===== src/rtl/can_frag_pkg.sv =====
`default_nettype none
package can_frag_pkg;

	// configuration register indexes
	localparam logic [2:0] REG_SENDER_ID      = 3'd0;
	localparam logic [2:0] REG_SHORT_CODE     = 3'd1;
	localparam logic [2:0] REG_FILL_CODE      = 3'd2;
	localparam logic [2:0] REG_FILL_LONG_CODE = 3'd3;
	localparam logic [2:0] REG_PROCESS_CODE   = 3'd4;
	localparam logic [2:0] REG_CRC_POLY       = 3'd5;

	localparam logic [7:0]  ID_OFFSET   = 8'd128;
	localparam logic [15:0] FILL_LIMIT  = 16'd259;
	localparam logic [2:0]  FILL_SIZE   = 3'd7;
	localparam logic [2:0]  LONG_SIZE   = 3'd6;
	localparam logic [15:0] SHORT_MAX   = 16'd6;
	localparam logic [3:0]  CLOSE_LEN   = 4'd6;

	typedef struct packed {
		logic [6:0]  sender_id;
		logic [7:0]  short_code;
		logic [7:0]  fill_code;
		logic [7:0]  fill_long_code;
		logic [7:0]  process_code;
		logic [15:0] crc_poly;
	} cfg_t;

	typedef struct packed {
		logic [28:0] frame_id;
		logic [3:0]  frame_len;
		logic [63:0] frame_data;
		logic        last_frame;
		logic        overflow;
	} frame_t;

	// results of one item handed to the output queue
	typedef struct packed {
		logic       push;
		logic [1:0] count;
		frame_t     r0;
		frame_t     r1;
	} push_t;

	// MSB-first CRC-16, one byte
	function automatic logic [15:0] crc_byte(input logic [15:0] crc, input logic [7:0] b,
			input logic [15:0] poly);
		logic [15:0] c;
		c = crc ^ {b, 8'h00};
		for (int i = 0; i < 8; i++) begin
			if (c[15]) begin
				c = {c[14:0], 1'b0} ^ poly;
			end else begin
				c = {c[14:0], 1'b0};
			end
		end
		return c;
	endfunction

endpackage
`default_nettype wire


===== src/rtl/can_frag_step.sv =====
`default_nettype none
module can_frag_step import can_frag_pkg::*; #(
	parameter int MAX_LEN = 512
) (
	input  wire        clk,
	input  wire        arst_n,
	input  wire        commit,
	input  wire [7:0]  data_byte,
	input  wire        last_byte,
	input  wire [7:0]  dest_id,
	input  wire        send_flag,
	input  wire cfg_t  cfg,
	output push_t      res
);

	logic [55:0] pend_q;
	logic [2:0]  pcnt_q;
	logic [15:0] total_q;
	logic [15:0] crc_q;
	logic [7:0]  dest_q;
	logic        send_q;
	logic        err_q;

	logic [55:0] pend_n;
	logic [2:0]  pcnt_n;
	logic [15:0] total_n;
	logic [15:0] crc_n;
	logic [7:0]  dest_n;
	logic        send_n;
	logic        err_n;

	logic [15:0] start;
	logic        long_mode;
	logic        chunk;
	logic [7:0]  lead;
	frame_t      chunk_f;
	frame_t      final_f;
	frame_t      ovf_f;
	logic [63:0] short_data;
	logic [63:0] long_data;

	always_comb begin
		err_n   = err_q || (total_q >= 16'(MAX_LEN));
		dest_n  = (total_q == 16'd0) ? dest_id : dest_q;
		send_n  = (total_q == 16'd0) ? send_flag : send_q;
		crc_n   = crc_byte(crc_q, data_byte, cfg.crc_poly);
		pcnt_n  = pcnt_q + 3'd1;
		total_n = total_q + 16'd1;
		pend_n  = pend_q;
		for (int k = 0; k < 7; k++) begin
			if (pcnt_q == 3'(k)) begin
				pend_n[8*k +: 8] = data_byte;
			end
		end

		start     = total_q - {13'd0, pcnt_q};
		long_mode = !(start < FILL_LIMIT);
		chunk     = (long_mode ? (pcnt_n >= LONG_SIZE) : (pcnt_n >= FILL_SIZE))
			|| (last_byte && (total_n > SHORT_MAX));
		lead      = {1'b0, cfg.sender_id} + ID_OFFSET;

		long_data = {pend_n[47:0], start[7:0], start[15:8]};
		chunk_f.last_frame = 1'b0;
		chunk_f.overflow   = 1'b0;
		if (long_mode) begin
			chunk_f.frame_id   = {13'd0, cfg.fill_long_code, dest_n};
			chunk_f.frame_len  = {1'b0, pcnt_n} + 4'd2;
			chunk_f.frame_data = long_data;
		end else begin
			chunk_f.frame_id   = {13'd0, cfg.fill_code, dest_n};
			chunk_f.frame_len  = {1'b0, pcnt_n} + 4'd1;
			chunk_f.frame_data = {pend_n, start[7:0]};
		end

		short_data = {pend_n[47:0], 7'd0, send_n, lead};
		final_f.last_frame = 1'b1;
		final_f.overflow   = 1'b0;
		if (total_n > SHORT_MAX) begin
			final_f.frame_id   = {13'd0, cfg.process_code, dest_n};
			final_f.frame_len  = CLOSE_LEN;
			final_f.frame_data = {16'd0, crc_n[7:0], crc_n[15:8], total_n[7:0],
				total_n[15:8], 7'd0, send_n, lead};
		end else begin
			final_f.frame_id   = {13'd0, cfg.short_code, dest_n};
			final_f.frame_len  = {1'b0, pcnt_n} + 4'd2;
			final_f.frame_data = short_data;
		end

		ovf_f.frame_id   = '0;
		ovf_f.frame_len  = '0;
		ovf_f.frame_data = '0;
		ovf_f.last_frame = 1'b1;
		ovf_f.overflow   = 1'b1;

		res.push = commit;
		res.r1   = final_f;
		if (err_n) begin
			res.count = {1'b0, last_byte};
			res.r0    = ovf_f;
		end else if (chunk) begin
			res.count = last_byte ? 2'd2 : 2'd1;
			res.r0    = chunk_f;
		end else begin
			res.count = {1'b0, last_byte};
			res.r0    = final_f;
		end
	end

	always_ff @(posedge clk or negedge arst_n) begin
		if (!arst_n) begin
			pend_q  <= '0;
			pcnt_q  <= '0;
			total_q <= '0;
			crc_q   <= '0;
			dest_q  <= '0;
			send_q  <= 1'b0;
			err_q   <= 1'b0;
		end else if (commit) begin
			if (last_byte) begin
				// packet done: back to a clean slate
				pend_q  <= '0;
				pcnt_q  <= '0;
				total_q <= '0;
				crc_q   <= '0;
				dest_q  <= '0;
				send_q  <= 1'b0;
				err_q   <= 1'b0;
			end else if (err_n) begin
				err_q <= 1'b1;
			end else begin
				pend_q  <= chunk ? 56'd0 : pend_n;
				pcnt_q  <= chunk ? 3'd0 : pcnt_n;
				total_q <= total_n;
				crc_q   <= crc_n;
				dest_q  <= dest_n;
				send_q  <= send_n;
			end
		end
	end

endmodule
`default_nettype wire


===== src/rtl/can_frag_outq.sv =====
`default_nettype none
module can_frag_outq import can_frag_pkg::*; (
	input  wire        clk,
	input  wire        arst_n,
	input  wire push_t res,
	input  wire        pop,
	output logic       free,
	output logic       valid,
	output frame_t     head
);

	frame_t     slot0_q;
	frame_t     slot1_q;
	logic [1:0] cnt_q;

	assign free  = (cnt_q == 2'd0) || ((cnt_q == 2'd1) && pop);
	assign valid = (cnt_q != 2'd0);
	assign head  = slot0_q;

	always_ff @(posedge clk or negedge arst_n) begin
		if (!arst_n) begin
			cnt_q <= '0;
		end else if (res.push) begin
			cnt_q <= res.count;
		end else if (pop) begin
			cnt_q <= cnt_q - 2'd1;
		end
	end

	always_ff @(posedge clk) begin
		if (res.push) begin
			slot0_q <= res.r0;
			slot1_q <= res.r1;
		end else if (pop) begin
			// advance the second frame to the head
			slot0_q <= slot1_q;
		end
	end

endmodule
`default_nettype wire


===== src/rtl/can_packet_fragmenter.sv =====
// CAN packet fragmenter.
// Slave stream: one payload byte per item. s_tdata = data_byte [7:0], dest_id [15:8];
// s_tlast marks the last byte of a packet; s_tuser carries send_flag. dest_id and
// send_flag are sampled on the first byte of a packet only.
// Master stream: one CAN frame per item. m_tdata = frame_id [28:0], frame_len [32:29],
// frame_data [96:33], zero [103:97]; m_tlast marks the last frame of a packet and
// m_tuser flags an overflowed packet (dropped, frame fields zero).
// Registers must be written through cfg_we/cfg_addr/cfg_wdata only while the block is
// idle; the block itself does not enforce this. A frame reaches the master side through
// the input register and then the two-entry frame buffer.
// Throughput: one byte per cycle while each byte yields at most one frame and the
// receiver takes every frame; a byte that completes both a fill frame and the closing
// frame holds the input until the single output port has drained the frame buffer.
// Reset clears the packet state, empties both stages and loads the default registers.
// When the receiver stalls, the held frames stay put and the input stage fills and
// then drops s_tready; nothing is lost.
`default_nettype none
module can_packet_fragmenter import can_frag_pkg::*; #(
	parameter int MAX_LEN = 512
) (
	input  wire          clk,
	input  wire          arst_n,
	input  wire          s_tvalid,
	output logic         s_tready,
	input  wire  [15:0]  s_tdata,   // data_byte, dest_id
	input  wire          s_tlast,
	input  wire          s_tuser,   // send_flag
	output logic         m_tvalid,
	input  wire          m_tready,
	output logic [103:0] m_tdata,   // frame_id, frame_len, frame_data, zero pad
	output logic         m_tlast,
	output logic         m_tuser,   // overflow
	input  wire          cfg_we,
	input  wire  [2:0]   cfg_addr,
	input  wire  [15:0]  cfg_wdata
);

	cfg_t       cfg_q;
	logic       valid_s1;
	logic [7:0] data_s1;
	logic [7:0] dest_s1;
	logic       last_s1;
	logic       send_s1;
	logic       commit;
	logic       free;
	logic       pop;
	push_t      res;
	frame_t     head;

	always_ff @(posedge clk or negedge arst_n) begin
		if (!arst_n) begin
			cfg_q.sender_id      <= 7'd0;
			cfg_q.short_code     <= 8'd8;
			cfg_q.fill_code      <= 8'd5;
			cfg_q.fill_long_code <= 8'd6;
			cfg_q.process_code   <= 8'd7;
			cfg_q.crc_poly       <= 16'h1021;
		end else if (cfg_we) begin
			unique case (cfg_addr)
				REG_SENDER_ID:      cfg_q.sender_id      <= cfg_wdata[6:0];
				REG_SHORT_CODE:     cfg_q.short_code     <= cfg_wdata[7:0];
				REG_FILL_CODE:      cfg_q.fill_code      <= cfg_wdata[7:0];
				REG_FILL_LONG_CODE: cfg_q.fill_long_code <= cfg_wdata[7:0];
				REG_PROCESS_CODE:   cfg_q.process_code   <= cfg_wdata[7:0];
				REG_CRC_POLY:       cfg_q.crc_poly       <= cfg_wdata;
				default: ;
			endcase
		end
	end

	assign commit   = valid_s1 && free;
	assign s_tready = !valid_s1 || commit;
	assign pop      = m_tvalid && m_tready;

	always_ff @(posedge clk or negedge arst_n) begin
		if (!arst_n) begin
			valid_s1 <= 1'b0;
		end else if (s_tvalid && s_tready) begin
			valid_s1 <= 1'b1;
		end else if (commit) begin
			valid_s1 <= 1'b0;
		end
	end

	always_ff @(posedge clk) begin
		if (s_tvalid && s_tready) begin
			data_s1 <= s_tdata[7:0];
			dest_s1 <= s_tdata[15:8];
			last_s1 <= s_tlast;
			send_s1 <= s_tuser;
		end
	end

	can_frag_step #(
		.MAX_LEN(MAX_LEN)
	) u_step (
		.clk       (clk),
		.arst_n    (arst_n),
		.commit    (commit),
		.data_byte (data_s1),
		.last_byte (last_s1),
		.dest_id   (dest_s1),
		.send_flag (send_s1),
		.cfg       (cfg_q),
		.res       (res)
	);

	can_frag_outq u_outq (
		.clk    (clk),
		.arst_n (arst_n),
		.res    (res),
		.pop    (pop),
		.free   (free),
		.valid  (m_tvalid),
		.head   (head)
	);

	assign m_tdata = {7'd0, head.frame_data, head.frame_len, head.frame_id};
	assign m_tlast = head.last_frame;
	assign m_tuser = head.overflow;

endmodule
`default_nettype wire


===== config.mk =====
export PLATFORM = sky130hd
export DESIGN_NAME = can_packet_fragmenter
export DESIGN_NICKNAME = d
export VERILOG_FILES = /design/src/rtl/can_frag_pkg.sv /design/src/rtl/can_frag_step.sv /design/src/rtl/can_frag_outq.sv /design/src/rtl/can_packet_fragmenter.sv
export SDC_FILE = /design/constraint.sdc
export NUM_CORES = 1
export LEC_CHECK = 0
export ABC_AREA = 0
export BUFFER_PORTS_ARGS = -buffer_cell sky130_fd_sc_hd__buf_2
export CORE_MARGIN = 2
export CORE_UTILIZATION = 30
export DETAILED_ROUTE_END_ITERATION = 10
export PLACE_DENSITY_LB_ADDON = 0.1
export SLEW_MARGIN = 20
export SYNTH_ARGS = -nofsm -noshare
export SYNTH_HDL_FRONTEND = slang
export SYNTH_HIERARCHICAL = 1
export SYNTH_SLANG_ARGS = --single-unit
export TNS_END_PERCENT = 100

===== constraint.sdc =====
create_clock -name clk -period 5.8 [get_ports clk]
set_input_delay 1.16 -clock clk [delete_from_list [all_inputs] [get_ports clk]]
set_output_delay 1.16 -clock clk [all_outputs]
set_load 0.005 [all_outputs]

==> metrics.md <==
| Metric | Value |
|---|---|
| Fillers | 6834 |
| First-pass GRT wire length | approximately 91000 um |
| Xor and xnor area share after synthesis | 0.0682 |
| Syn_area_per_cell | 11.2 um^2 |
| Status | finished clean |
| Post-Synthesis Cell Area | slightly above 0.02 mm^2 |
| FMAX | 188 MHz |
| Setup-failing EPs final | 0 |
| Post-synthesis mux area share | 0.154 |
| Synth Area in Compound Gates | 0.103 |
| Clock buffer depth | 3 |
| Largest family of logic cells by synthesized area | multiplexers |
| Synth warn | 6 |
| Vias in the first global route | 14100 |
| Max-slew violations | 0 |
| Synth Flop Type | edfxtp_1 |
| DP Wirelength | 41000 um |
| Seq/Total Area, Yosys | 0.507 |
| Worst Path Max Fanout | 16 |
| Most frequent cells in the layout | nand2_1, edfxtp_1, dfrtp_1, buf_2, mux2i_1 |
| Critical setup path kind | register to register |
| Most common cell after layout, fill and taps aside | nand2_1 |
| Post CTS Setup Buffer Count | 0 |
| Initial DRC Count | approximately 1000 |
| ANT cells | 0 |
| Fin crit share | 0.915 |
| WHS | 471 ps |
| Root buf cell | clkbuf_16 |
| Worst Tran Pin Value | 936 ps |
| Vias per Instance | 4.94 |
| Row Count | 96 |
| EDFF count, synth | 216 |
| Post-synthesis cell type count | between 70 and 80 |
| Slowest CP cell | xnor2_1 |
| CTS Buf Count | 48 |
| Post-DR wirelength/cell | ~21 um |
| Chip height | 267 um |
| M1 WL | 27700 um |
| Clock slew at reported path FFs | 60 ps |
| Uppermost routed layer | met4 |
| Skew-Pair Late Insertion Delay | 590 ps |
| Final nets | 2004 |
| Initial antenna violation count | 0 |
| Total Wirelength | ~60000 um |
| Cell family with most CP delay | simple AND/OR/NAND/NOR gates |
| Req. time, crit path | 6140 ps |
| Max-Cap Viols | 0 |
| IO Pins | 150 |
| Vias | 14100 |
| Post-route ant nets | 0 |
| Final Skew | 17.7 ps |
| Routability congestion estimate | 0.811 |
| Pin count of the biggest net entering global routing | between 80 and 90 |
| Gr ovfl total | 0 |
| Startpoint Class | register |
| Die ar. | 0.0711 mm^2 |
| TritonCTS Sinks | 375 |
| CP Buf/Inv Count | 0 |
| Area delta synth->final | 14.2% |
| CP peak stage delay | 710 ps |
| Crit path capture type | register |
| Area of the multi-input gates | 0.00923 mm^2 |
| Fin Setup TNS | 0 ps |
| Reg2Reg Setup Slack | 490 ps |
| Htree depth | 2 |
| Initial cell density of the core | 0.302 |
| Met3 WL | 2710 um |
| Chip width | between 200 and 300 um |
| Unrepaired setup endpoints after global routing | false |
| FF/Latch Area | 0.0105 mm^2 |
| Simple-gate share of the synthesized area | 0.101 |
| CTS resizes | 0 |
| Hold buffers post-CTS | 0 |
| Crit path DAT | 5640 ps |
| Async S/R FF share, synth | 0.424 |
| DRC | 0 |
| Fin. Hold Viols | 0 |
| CTS tree | yes |
| CP cell instances | xnor2_2 > xnor2_1 > a21oi_1 > or4_1 > and2_1 > o2111a_1 > o31ai_1 > nand3_1 > nand3_1 > mux2i_1 > xnor2_1 > a21oi_1 > mux2_4 |
| Synth Area in Adders | 0.0119 |
| Min-delay worst type | register to register |
| Synthesized netlist cell count | 1846 |
| Flops & latches, synth | 375 |
| All-Layer GR Usage | 0.169 |
| DRT Pass-1 Iters | 7 |
| Slew margin rel. | 0.376 |
| Met2 wire len | 28500 um |
| Core ar. | ~0.068 mm^2 |
| Minimum clock period | 5310 ps |
| Fraction of layout cells with a size suffix above 1 | 0.228 |
| Count of buffers from port buffering | 142 |
[Yosys cell counts (20+ instances only)]
master	number	area, um^2
edfxtp_1	216	6490
dfrtp_1	148	3700
mux2_4	55	826
o21ai_1	50	250
mux2i_1	122	1220
buf_4	55	413
a211oi_1	23	173
o21ai_0	87	435
xnor2_1	112	981
nand3_1	36	180
nor2_1	83	312
o22ai_1	20	125
nor3_1	20	100
xor2_1	30	263
nand2_1	255	957
clkbuf_1	99	372
a21oi_1	57	285
inv_1	27	101
mux2_2	101	1140
[path summary, 6_finish.rpt]
check                               from           endpoint  cells past startpoint
min in group asynchronous         arst_n          cfg_q[27]                      1
setup reg to reg              data_s1[7]    u_outq/head[47]                     13
max in group asynchronous         arst_n  u_step/pend_q[45]                      2
setup / recovery              data_s1[7]    u_outq/head[47]                     13
hold / removal             u_step/send_q      u_step/send_q                      2
hold reg to reg            u_step/send_q      u_step/send_q                      2
[cells by family after synthesis]
kind of cell	after synthesis
adders and majority gates	19
DFF	375
muxes	278
and+or+nand+nor	470
buffers and inverters	215
xor gates and xnor gates	150
other	3
AOI/OAI and AO/OA	336
[metal layers]
metal / track usage / vias up
met5: 0 / -
met4: 0.0501 / 0
met3: 0.0280 / 76
met2: 0.276 / 365
met1: 0.231 / 6998
li1: - / 6698
[metrics by stage]
stage	area, um^2	util	setup WS (ps)	cells
final	23600	0.345	495	2863
after global placement	22100	0.322	630	2775
after CTS	23600	0.345	581	2863
after global routing	23600	0.345	182	2863
after floorplan	20800	-	1220	1886
after detailed placement	22100	0.322	629	2775
[registers in the layout, indices dropped and copies added, names as in the netlist]
register	cells
u_outq/head	99
u_outq/slot1_q	99
u_step/pend_q	56
cfg_q	55
u_step/crc_q	16
u_step/total_q	16
data_s1	8
dest_s1	8
u_step/dest_q	8
u_step/pcnt_q	3
u_outq/cnt_q	2
last_s1	1
send_s1	1
u_step/err_q	1
u_step/send_q	1
valid_s1	1
[worst min-delay path: stages, from the launching register on]
cell and delay, ps:
dfrtp_1 340, nand2_1 40, o21ai_0 60
[cell type report]
type / count / area share
sequential: 375 / 0.444
multi-input combinational: 1296 / 0.391
clock buffer: 73 / 0.0600
timing repair buffer: 192 / 0.0478
clock inverter: 15 / 0.00620
inverter: 30 / 0.00477
tap: 882 / 0.0467
Power is left out: the tool's default activity adds up to more than one toggle a clock period on the data nets, which glitch-free logic cannot reach.
